--- src/moving_average_filter_assert.svh ---
// assertion macros for the moving average filter
`ifndef MOVING_AVERAGE_FILTER_ASSERT_SVH
`define MOVING_AVERAGE_FILTER_ASSERT_SVH

`ifndef SYNTHESIS
`define MAF_ASSERT(name, prop, msg) \
  name: assert property (@(posedge clk_i) disable iff (!rst_ni) (prop)) else $error(msg);
`define MAF_ASSERT_NEXT(name, ante, cons, msg) \
  name: assert property (@(posedge clk_i) disable iff (!rst_ni) (ante) |=> (cons)) \
    else $error(msg);
`else
`define MAF_ASSERT(name, prop, msg)
`define MAF_ASSERT_NEXT(name, ante, cons, msg)
`endif

`endif

--- src/mavg_pkg.sv ---
// package with sizes and codes of the moving average filter
`default_nettype none

package mavg_pkg;

  localparam int MaxWindow = 64;
  localparam int SampleW   = 32;
  localparam int CfgW      = 7;
  localparam int AddrW     = (MaxWindow > 1) ? $clog2(MaxWindow) : 1;
  localparam int CntW      = $clog2(MaxWindow + 1);
  localparam int SumW      = SampleW + AddrW;
  localparam int IterW     = $clog2(SumW);

  localparam logic CmdFilter = 1'b0;
  localparam logic CmdClear  = 1'b1;

endpackage

`default_nettype wire

--- src/moving_average_filter.sv ---
// boxcar moving average with a bit-serial divider
//
// Boxcar moving average over signed 32-bit samples. The window length is
// written through cfg_we_i/cfg_data_i; the user must write it only while the
// block is idle, the block itself does not enforce this. 0 counts as 1 and
// values above the history depth saturate to it. A filter transfer reads the
// history at its input transfer. It then takes an accumulate step, one divider
// step for each bit of the running sum (38 steps) and a step that loads the
// output register; the restoring divider produces one quotient bit per cycle.
// A clear transfer returns 0. The input is not ready while an item is in
// progress; a finished result waits in the output register and the next item
// is taken meanwhile, though that item holds in its last step until the
// register is free. Averages out of 32-bit range, which only occur after the
// window shrank, saturate.
`default_nettype none

module moving_average_filter (
  input  wire                          clk_i,
  input  wire                          rst_ni,
  input  wire                          cfg_we_i,
  input  wire  [mavg_pkg::CfgW-1:0]    cfg_data_i,
  input  wire                          in_valid_i,
  output logic                         in_ready_o,
  input  wire                          command_i,
  input  wire  signed [mavg_pkg::SampleW-1:0] sample_i,
  output logic                         out_valid_o,
  input  wire                          out_ready_i,
  output logic signed [mavg_pkg::SampleW-1:0] average_o
);
  import mavg_pkg::*;

  `include "moving_average_filter_assert.svh"

  typedef enum logic [1:0] {S_IDLE, S_READ, S_DIV, S_DONE} state_e;

  localparam logic [SumW-1:0]    NegLim = SumW'(1) << (SampleW - 1);
  localparam logic [SumW-1:0]    PosLim = NegLim - SumW'(1);
  localparam logic [SampleW-1:0] MinVal = SampleW'(1) << (SampleW - 1);
  localparam logic [SampleW-1:0] MaxVal = MinVal - SampleW'(1);

  state_e                      state_q;
  logic [CfgW-1:0]             window_q;
  logic [CntW-1:0]             filled_q;
  logic [AddrW-1:0]            wpos_q;
  logic signed [SumW-1:0]      sum_q;
  logic [CntW-1:0]             len_q;
  logic [AddrW-1:0]            pos_q;
  logic signed [SampleW-1:0]   sample_q;
  logic signed [SampleW-1:0]   rd_q;
  logic [SumW-1:0]             quo_q;
  logic [CntW-1:0]             rem_q;
  logic                        neg_q;
  logic [IterW-1:0]            iter_q;
  logic                        out_valid_q;
  logic signed [SampleW-1:0]   avg_q;

  logic signed [SampleW-1:0]   hist_mem [MaxWindow];

  logic                        in_xfer;
  logic [CntW-1:0]             len_d;
  logic [AddrW-1:0]            pos_d;
  logic [CntW-1:0]             pos_next;
  logic signed [SampleW-1:0]   old_val;
  logic signed [SumW-1:0]      sum_d;
  logic [SumW-1:0]             mag_d;
  logic [CntW:0]               shifted;
  logic [CntW:0]               trial;
  logic [SampleW-1:0]          avg_d;
  logic                        mem_we;

  assign in_ready_o  = (state_q == S_IDLE);
  assign in_xfer     = in_valid_i && in_ready_o;
  assign out_valid_o = out_valid_q;
  assign average_o   = avg_q;
  assign mem_we      = (state_q == S_READ);

  // effective window length and the write slot after a possible shrink
  always_comb begin
    if (window_q == '0) begin
      len_d = CntW'(1);
    end else if (int'(window_q) > MaxWindow) begin
      len_d = CntW'(MaxWindow);
    end else begin
      len_d = CntW'(window_q);
    end
    pos_d = (CntW'(wpos_q) >= len_d) ? '0 : wpos_q;
  end

  // accumulate step
  always_comb begin
    old_val  = (CntW'(pos_q) < filled_q) ? rd_q : '0;
    sum_d    = sum_q + SumW'(sample_q) - SumW'(old_val);
    mag_d    = sum_d[SumW-1] ? SumW'(-sum_d) : SumW'(sum_d);
    pos_next = CntW'(pos_q) + CntW'(1);
  end

  // restoring divider step
  always_comb begin
    shifted = {rem_q, quo_q[SumW-1]};
    trial   = shifted - {1'b0, len_q};
  end

  // signed saturation of the quotient magnitude
  always_comb begin
    if (neg_q) begin
      avg_d = (quo_q > NegLim) ? MinVal : SampleW'(-quo_q[SampleW-1:0]);
    end else begin
      avg_d = (quo_q > PosLim) ? MaxVal : quo_q[SampleW-1:0];
    end
  end

  always_ff @(posedge clk_i) begin
    if (mem_we) begin
      hist_mem[pos_q] <= sample_q;
    end
    if (in_xfer) begin
      rd_q <= hist_mem[pos_d];
    end
  end

  always_ff @(posedge clk_i or negedge rst_ni) begin
    if (!rst_ni) begin
      state_q     <= S_IDLE;
      window_q    <= CfgW'(1);
      filled_q    <= '0;
      wpos_q      <= '0;
      sum_q       <= '0;
      out_valid_q <= 1'b0;
      len_q       <= CntW'(1);
      pos_q       <= '0;
      sample_q    <= '0;
      quo_q       <= '0;
      rem_q       <= '0;
      neg_q       <= 1'b0;
      iter_q      <= '0;
      avg_q       <= '0;
    end else begin
      if (cfg_we_i) begin
        window_q <= cfg_data_i;
      end
      if (out_valid_q && out_ready_i && (state_q != S_DONE)) begin
        out_valid_q <= 1'b0;
      end
      unique case (state_q)
        S_IDLE: begin
          if (in_xfer) begin
            if (command_i == CmdClear) begin
              filled_q <= '0;
              wpos_q   <= '0;
              sum_q    <= '0;
              quo_q    <= '0;
              neg_q    <= 1'b0;
              state_q  <= S_DONE;
            end else begin
              len_q    <= len_d;
              pos_q    <= pos_d;
              sample_q <= sample_i;
              state_q  <= S_READ;
            end
          end
        end
        S_READ: begin
          sum_q <= sum_d;
          if ((CntW'(pos_q) == filled_q) && (int'(filled_q) < MaxWindow)) begin
            filled_q <= filled_q + CntW'(1);
          end
          wpos_q  <= (pos_next >= len_q) ? '0 : pos_next[AddrW-1:0];
          quo_q   <= mag_d;
          neg_q   <= sum_d[SumW-1];
          rem_q   <= '0;
          iter_q  <= IterW'(SumW - 1);
          state_q <= S_DIV;
        end
        S_DIV: begin
          if (!trial[CntW]) begin
            rem_q <= trial[CntW-1:0];
            quo_q <= {quo_q[SumW-2:0], 1'b1};
          end else begin
            rem_q <= shifted[CntW-1:0];
            quo_q <= {quo_q[SumW-2:0], 1'b0};
          end
          if (iter_q == '0) begin
            state_q <= S_DONE;
          end else begin
            iter_q <= iter_q - IterW'(1);
          end
        end
        S_DONE: begin
          // output register free or being emptied this cycle
          if (!out_valid_q || out_ready_i) begin
            avg_q       <= avg_d;
            out_valid_q <= 1'b1;
            state_q     <= S_IDLE;
          end
        end
        default: begin
          state_q <= S_IDLE;
        end
      endcase
    end
  end

  `MAF_ASSERT(a_filled_bound, int'(filled_q) <= MaxWindow, "fill count beyond history depth")
  `MAF_ASSERT(a_wpos_in_fill, CntW'(wpos_q) <= filled_q, "write slot ahead of filled entries")
  `MAF_ASSERT(a_rem_below_div, (state_q != S_DIV) || (rem_q < len_q), "divider remainder too large")
  `MAF_ASSERT_NEXT(a_busy_after_xfer, in_xfer, !in_ready_o, "ready right after an input transfer")

endmodule

`default_nettype wire

--- config.mk ---
export PLATFORM = sky130hd
export DESIGN_NAME = moving_average_filter
export DESIGN_NICKNAME = d
export VERILOG_FILES = /design/src/mavg_pkg.sv /design/src/moving_average_filter.sv
export VERILOG_INCLUDE_DIRS = /design/src /design/src/src
export SDC_FILE = /design/constraint.sdc
export NUM_CORES = 2
export LEC_CHECK = 0
export BUFFER_PORTS_ARGS = -buffer_cell sky130_fd_sc_hd__clkbuf_2
export CAP_MARGIN = 20
export CELL_PAD_IN_SITES_DETAIL_PLACEMENT = 1
export CELL_PAD_IN_SITES_GLOBAL_PLACEMENT = 1
export CORE_ASPECT_RATIO = 0.75
export CORE_UTILIZATION = 40
export CTS_CLUSTER_DIAMETER = 80
export CTS_CLUSTER_SIZE = 24
export DETAILED_ROUTE_END_ITERATION = 8
export PLACE_DENSITY = 0.65
export SLEW_MARGIN = 20
export SYNTH_ARGS = -nofsm -noshare
export SYNTH_HDL_FRONTEND = slang
export SYNTH_SLANG_ARGS = --single-unit
export TNS_END_PERCENT = 1
--- constraint.sdc ---
create_clock -name clk_i -period 7.1 [get_ports clk_i]
set_clock_uncertainty 0.15 [all_clocks]
set_input_delay 0.71 -clock clk_i [delete_from_list [all_inputs] [get_ports clk_i]]
set_output_delay 0.71 -clock clk_i [all_outputs]
set_load 0.03 [all_outputs]
# Word-level counts from Yosys, hierarchy flattened
# Memories as Yosys holds them, arrays and structs flattened. A register that Yosys moved wholly into a read port is not among the register bits.
# Cells that the tools add are included.
# word_totals
ff_bits	190
out_inout_bits	34
n_memories	1
inputBits	45
ram_bits	2048
word_cells	99
# memory_table
name	depth	width	rd	rd_clocked_by_memory_dff	wr	line	source
hist_mem	64	32	1	1	1	moving_average_filter.sv:57	logic signed [SampleW-1:0] hist_mem [MaxWindow];
# op_classes
add_sub_neg	8
bitwise	1
n_eq_ne	11
order_cmp	7
n_mux	38
reduce_logical	19
# op_table
op	count
32-bit two-way mux	4
38-bit two-way mux	3
38-bit one-hot mux with 3 select lines	1
38-bit one-hot mux with 2 select lines	1
7-bit two-way mux	6
38-bit by 32-bit adder with 38-bit output	1
38-bit by 31-bit > comparator with 1-bit output (second input constant)	1
38-bit by 32-bit > comparator with 1-bit output (second input constant)	1
38-bit negator	1
38-bit by 32-bit subtractor with 38-bit output	1
32-bit negator	1
6-bit two-way mux	5
7-bit one-hot mux with 2 select lines	2
6-bit one-hot mux with 2 select lines	2
3-bit AND reduction	4
1-bit two-way mux	8
2-bit two-way mux	4
2-bit inequality test (second input constant)	4
2-bit one-hot mux with 4 select lines	1
8-bit by 7-bit subtractor with 8-bit output	1
6-bit by 1-bit adder with 7-bit output (second input constant)	1
7-bit by 1-bit adder with 7-bit output (second input constant)	1
6-bit by 7-bit equality test with 1-bit output	1
6-bit by 7-bit >= comparator with 1-bit output	1
20 further kinds	28

# Depth between registers and ports, before layout
# depth
ltp_word	6
ltp_mapped	26
depth_no_buf	22

# Worst setup path after synthesis
# Ideal clock, no wire load.
# synth_timing
path_type	register -> register
startpoint	reg filled_q[1]
endpoint	reg quo_q[36]
synth_period_minus_slack_ns	5.596
path_stages_with_launch	24
path_buffers	1
t_arrival_ns	5.305
required_time_ns	6.809
path_slack_ns	1.504
setup_ns	0.141
path_cell_list	dfrtp_1 -> inv_1 -> ha_1 -> nor2b_1 -> o21ai_0 -> a21oi_1 -> o31ai_1 -> clkbuf_1 -> and2_1 -> ha_1 -> inv_1 -> ha_1 -> fa_1 -> a211o_1 -> a221oi_4 -> a21oi_2 -> or3_1 -> a222oi_1 -> nand4_1 -> nor3_4 -> nand4bb_4 -> o41ai_2 -> xor2_1 -> o22ai_1
# synth_via
elab_chain_cells	6
# synth_lines
element	line	source
start, declared	moving_average_filter.sv:43	logic [CntW-1:0] filled_q;
start signal, assigned	moving_average_filter.sv:165	filled_q <= filled_q + CntW'(1);
6-bit by 7-bit < comparator with 1-bit output *	moving_average_filter.sv:91	old_val = (CntW'(pos_q) < filled_q) ? rd_q : '0;
32-bit two-way mux *	moving_average_filter.sv:91	
38-bit by 32-bit subtractor with 38-bit output *	moving_average_filter.sv:92	sum_d = sum_q + SumW'(sample_q) - SumW'(old_val);
38-bit negator	moving_average_filter.sv:93	mag_d = sum_d[SumW-1] ? SumW'(-sum_d) : SumW'(sum_d);
38-bit two-way mux *	moving_average_filter.sv:93	
38-bit one-hot mux with 3 select lines *	moving_average_filter.sv:144	unique case (state_q)
end signal, assigned	moving_average_filter.sv:168	quo_q <= mag_d;
end signal, assigned	moving_average_filter.sv:177	quo_q <= {quo_q[SumW-2:0], 1'b1};
end signal, assigned	moving_average_filter.sv:180	quo_q <= {quo_q[SumW-2:0], 1'b0};
end, declared	moving_average_filter.sv:50	logic [SumW-1:0] quo_q;
# Mark *: on every way between the ends. The rest lies on a longest branch, timed or not.
# A chain may end at the register's enable or synchronous reset.

# Worst setup path after layout
# layout_timing
startpoint	reg filled_q[1]
endpoint	reg quo_q[22]
# Same word-level chain as after synthesis.

==> metrics.yaml <==
outcome:
  status: "complete, no violations"
yosys:
  yosys.area.top_type: "edfxtp_1"
  syn_area_mm2: 0.09491
  synth_top_area_share_pct: 65.81
  syn-num-nets: 7388
  synthTopCellsByArea: "edfxtp_1 66%, nand2_1 5.2%, dfrtp_1 4.9%"
  async_reset_ff_share_pct: 8.330
  synth-edff-count: 2080
  synth_seq_cells: 2269
  ys_seq_area_share_pct: 70.80
  avgSynthCellArea_um2: 13.13
  ys.flop_type: "edfxtp_1"
  syn-instance-count: 7231
  synth_cell_type_count: 89
  ys_warn_count: 0
sta:
  period_minus_slack_ns: 6.644
  slew_violations: 0
  rsz0062_at_grt: "false"
  tightest_slew_ns: 1.169
  fin_tns_setup_ns: 0
  clock.fmax_mhz: 150.5
  fin_crit_sh_pct: 93.57
  finalSetupViolCount: 0
  max_slew_margin_pct: 21.06
  finalHoldViolations: 0
global_routing:
  antenna_found_initial: 34
  grt_pass1_wl_um: 486100
  grt_use_total_pct: 28.37
  gr-total-overflow: 0
  grt_max_degree: 132
  first_global_vias: 64220
clock_tree:
  cts.reportedPaths.clkPinSlew_ns: 0.10
  ctsHoldBuffers: 15
  cts_tree: "built"
  clockRootBuffer: "clkbuf_16"
  clk_path_buf_depth: 3
  h-tree-depth: 3
  clk_latency_ns: 0.82
  ctsResizeCount: 0
  cts_setup_buffers: 0
  clock_sinks: 2269
  cts_made_buffers: 109
routing:
  vias: 64980
  antenna_left: 0
  dr.first_iter.drc_count: 8990
  via_per_inst: 6.235
  routed_wl_um: 344100
  firstDrtPassIters: 6
  drcViolationCount: 0
  wl_per_cell_um: 33.02
worst_setup_path:
  end_kind: "flop"
  cpLargestDelayFamily: "compound AO/OA/AOI/OAI gates"
  critPathArrivalTime_ns: 7.16
  crit_buf_inv: 4
  path_cells: "inv_1 -> ha_1 -> nor2b_1 -> o21ai_0 -> a21oi_1 -> o31ai_4 -> buf_4 -> nand2_1 -> fa_1 -> ha_1 -> a21oi_1 -> o21ai_0 -> a211oi_1 -> nor2_1 -> nor4b_1 -> buf_4 -> o21ai_0 -> a21oi_1 -> xor2_2 -> buf_4 -> a41oi_1 -> xnor2_1 -> o22ai_1"
  cp_slowest_cell: "xor2_2"
  crit_path_start_kind: "flop"
  r2r_slack_ns: 0.46
  crit_type: "reg2reg"
  required_ns: 7.61
  critPathMaxStageDelay_ns: 0.67
  crit_fanout: 32
finish:
  nFillCells: 23830
  multi_input_area_mm2: 0.02596
  areaGrowthSynthToFinish_pct: 9.860
  fin_nets: 7411
  seq_area_mm2: 0.06724
  drive_above_1_share_pct: 10.70
  fin_util_pct: 44.32
  fin_area_mm2: 0.1043
  final_cell_mix: "2,080 x edfxtp_1, 1,313 x nand2_1, 511 x nand3_1, 264 x buf_4, 249 x a21oi_1"
  final_common_cell: "edfxtp_1"
placed_design:
  hpwlAfterDp_um: 209700
  portBuffers: 78
  gp_congestion: 0.8902
  placed_cell_area_mm2: 0.1010
hold_path:
  hold_path.class: "in2reg"
floorplan:
  fp.coreArea_mm2: 0.2353
  io_pins: 79
  fp.dieW_um: 564.5
  start_util_pct: 40.34
  rows: 154
  die-area_mm2: 0.2392
  die_height_um: 423.8
power_and_ir_drop:
  powerDensity_mw_per_mm2: 421.8
  ir_drop_v: 0.0003009
  p_leak_nw: 34.41
job:
  maxCapViolCount: 0
-- where the power goes --
part           total (mW)  internal [mW]  switching (mW)
Sequential           17.6           17.0           0.667
Combinational        19.0           5.51            13.5
Clock                7.30           2.92            4.38
-- path summary, 6_finish.rpt --
path / startpoint / to / cells past startpoint
setup / recovery: filled_q[1] / quo_q[22] / 23
hold / removal: sample_i[17] / sample_q[17] / 2
setup reg to reg: filled_q[1] / quo_q[22] / 23
hold reg to reg: average_o[1] / average_o[1] / 2
max in group asynchronous: rst_ni / wpos_q[2] / 3
min in group asynchronous: rst_ni / average_o[18] / 2
-- metal layers --
metal	vias up	wire, µm	global-route usage [%]
li1	27110	-	-
met1	34420	149800	42.22
met2	3011	152800	43.20
met3	424	32620	4.882
met4	14	8728	6.607
met5	-	94	0
-- area by class of cell --
class	instances	share of cell area [%]
flip-flops and latches	2269	64.49
multi-input cells	4316	24.90
inverters	156	0.5616
repair buffers	402	3.283
clock inverters	23	0.3012
clock buffers	133	2.712
diodes	3	0.007200
well taps	3120	3.744
-- registers in the layout (all words and copies together) (netlist names), 32 cells and up --
name / flops
quo_q: 38
hist_mem: 2048
average_o: 32
rd_q: 32
sample_q: 32
sum_q: 38
-- cells in the mapped netlist (27+ instances only) --
cell	instances
a211oi_1	116
a21o_1	33
a21oi_1	253
a22o_1	27
a311oi_1	46
a31oi_1	248
and2_1	40
and3_1	61
buf_1	86
clkbuf_1	400
dfrtp_1	187
edfxtp_1	2080
fa_1	38
ha_1	74
inv_1	155
mux2_2	91
mux2i_1	127
nand2_1	1316
nand3_1	511
nand4_1	31
nor2_1	278
nor2b_1	38
nor3_1	141
o211ai_1	70
o21ai_0	201
o221ai_1	116
o22ai_1	58
o32ai_1	47
xnor2_1	43
-- per-stage QoR --
| stage | std cells | hold slack (ns) | total power [mW] | setup WS, ns |
|---|---|---|---|---|
| 5_1_grt | 10420 | 0.02162 | 45.63 | 0.09855 |
| 2_1_floorplan | 7231 | 0.2644 | 28.54 | 1.504 |
| 3_5_place_dp | 10250 | 0.3226 | 36.54 | 0.5262 |
| 6_report | 10420 | 0.04682 | 43.98 | 0.4564 |
| 3_3_place_gp | 10250 | 0.3150 | 36.20 | 0.6128 |
| 4_1_cts | 10420 | 0.0003827 | 43.67 | 0.4923 |
-- cells by family (layout without fill, tap and decap cells) --
| family | count (synthesis) | in the layout | synth area share (%) |
|---|---|---|---|
| adders and majority gates | 112 | 112 | 1.777 |
| DFF | 2269 | 2269 | 70.80 |
| AOI/OAI and AO/OA | 1367 | 1367 | 9.723 |
| and+or+nand+nor | 2540 | 2540 | 11.85 |
| buffers and inverters | 646 | 714 | 2.560 |
| muxes | 228 | 228 | 2.656 |
| xor gates and xnor gates | 69 | 69 | 0.6368 |
| other | 0 | 3 | 0 |
No activity file was read; power rests on OpenSTA's default activity.
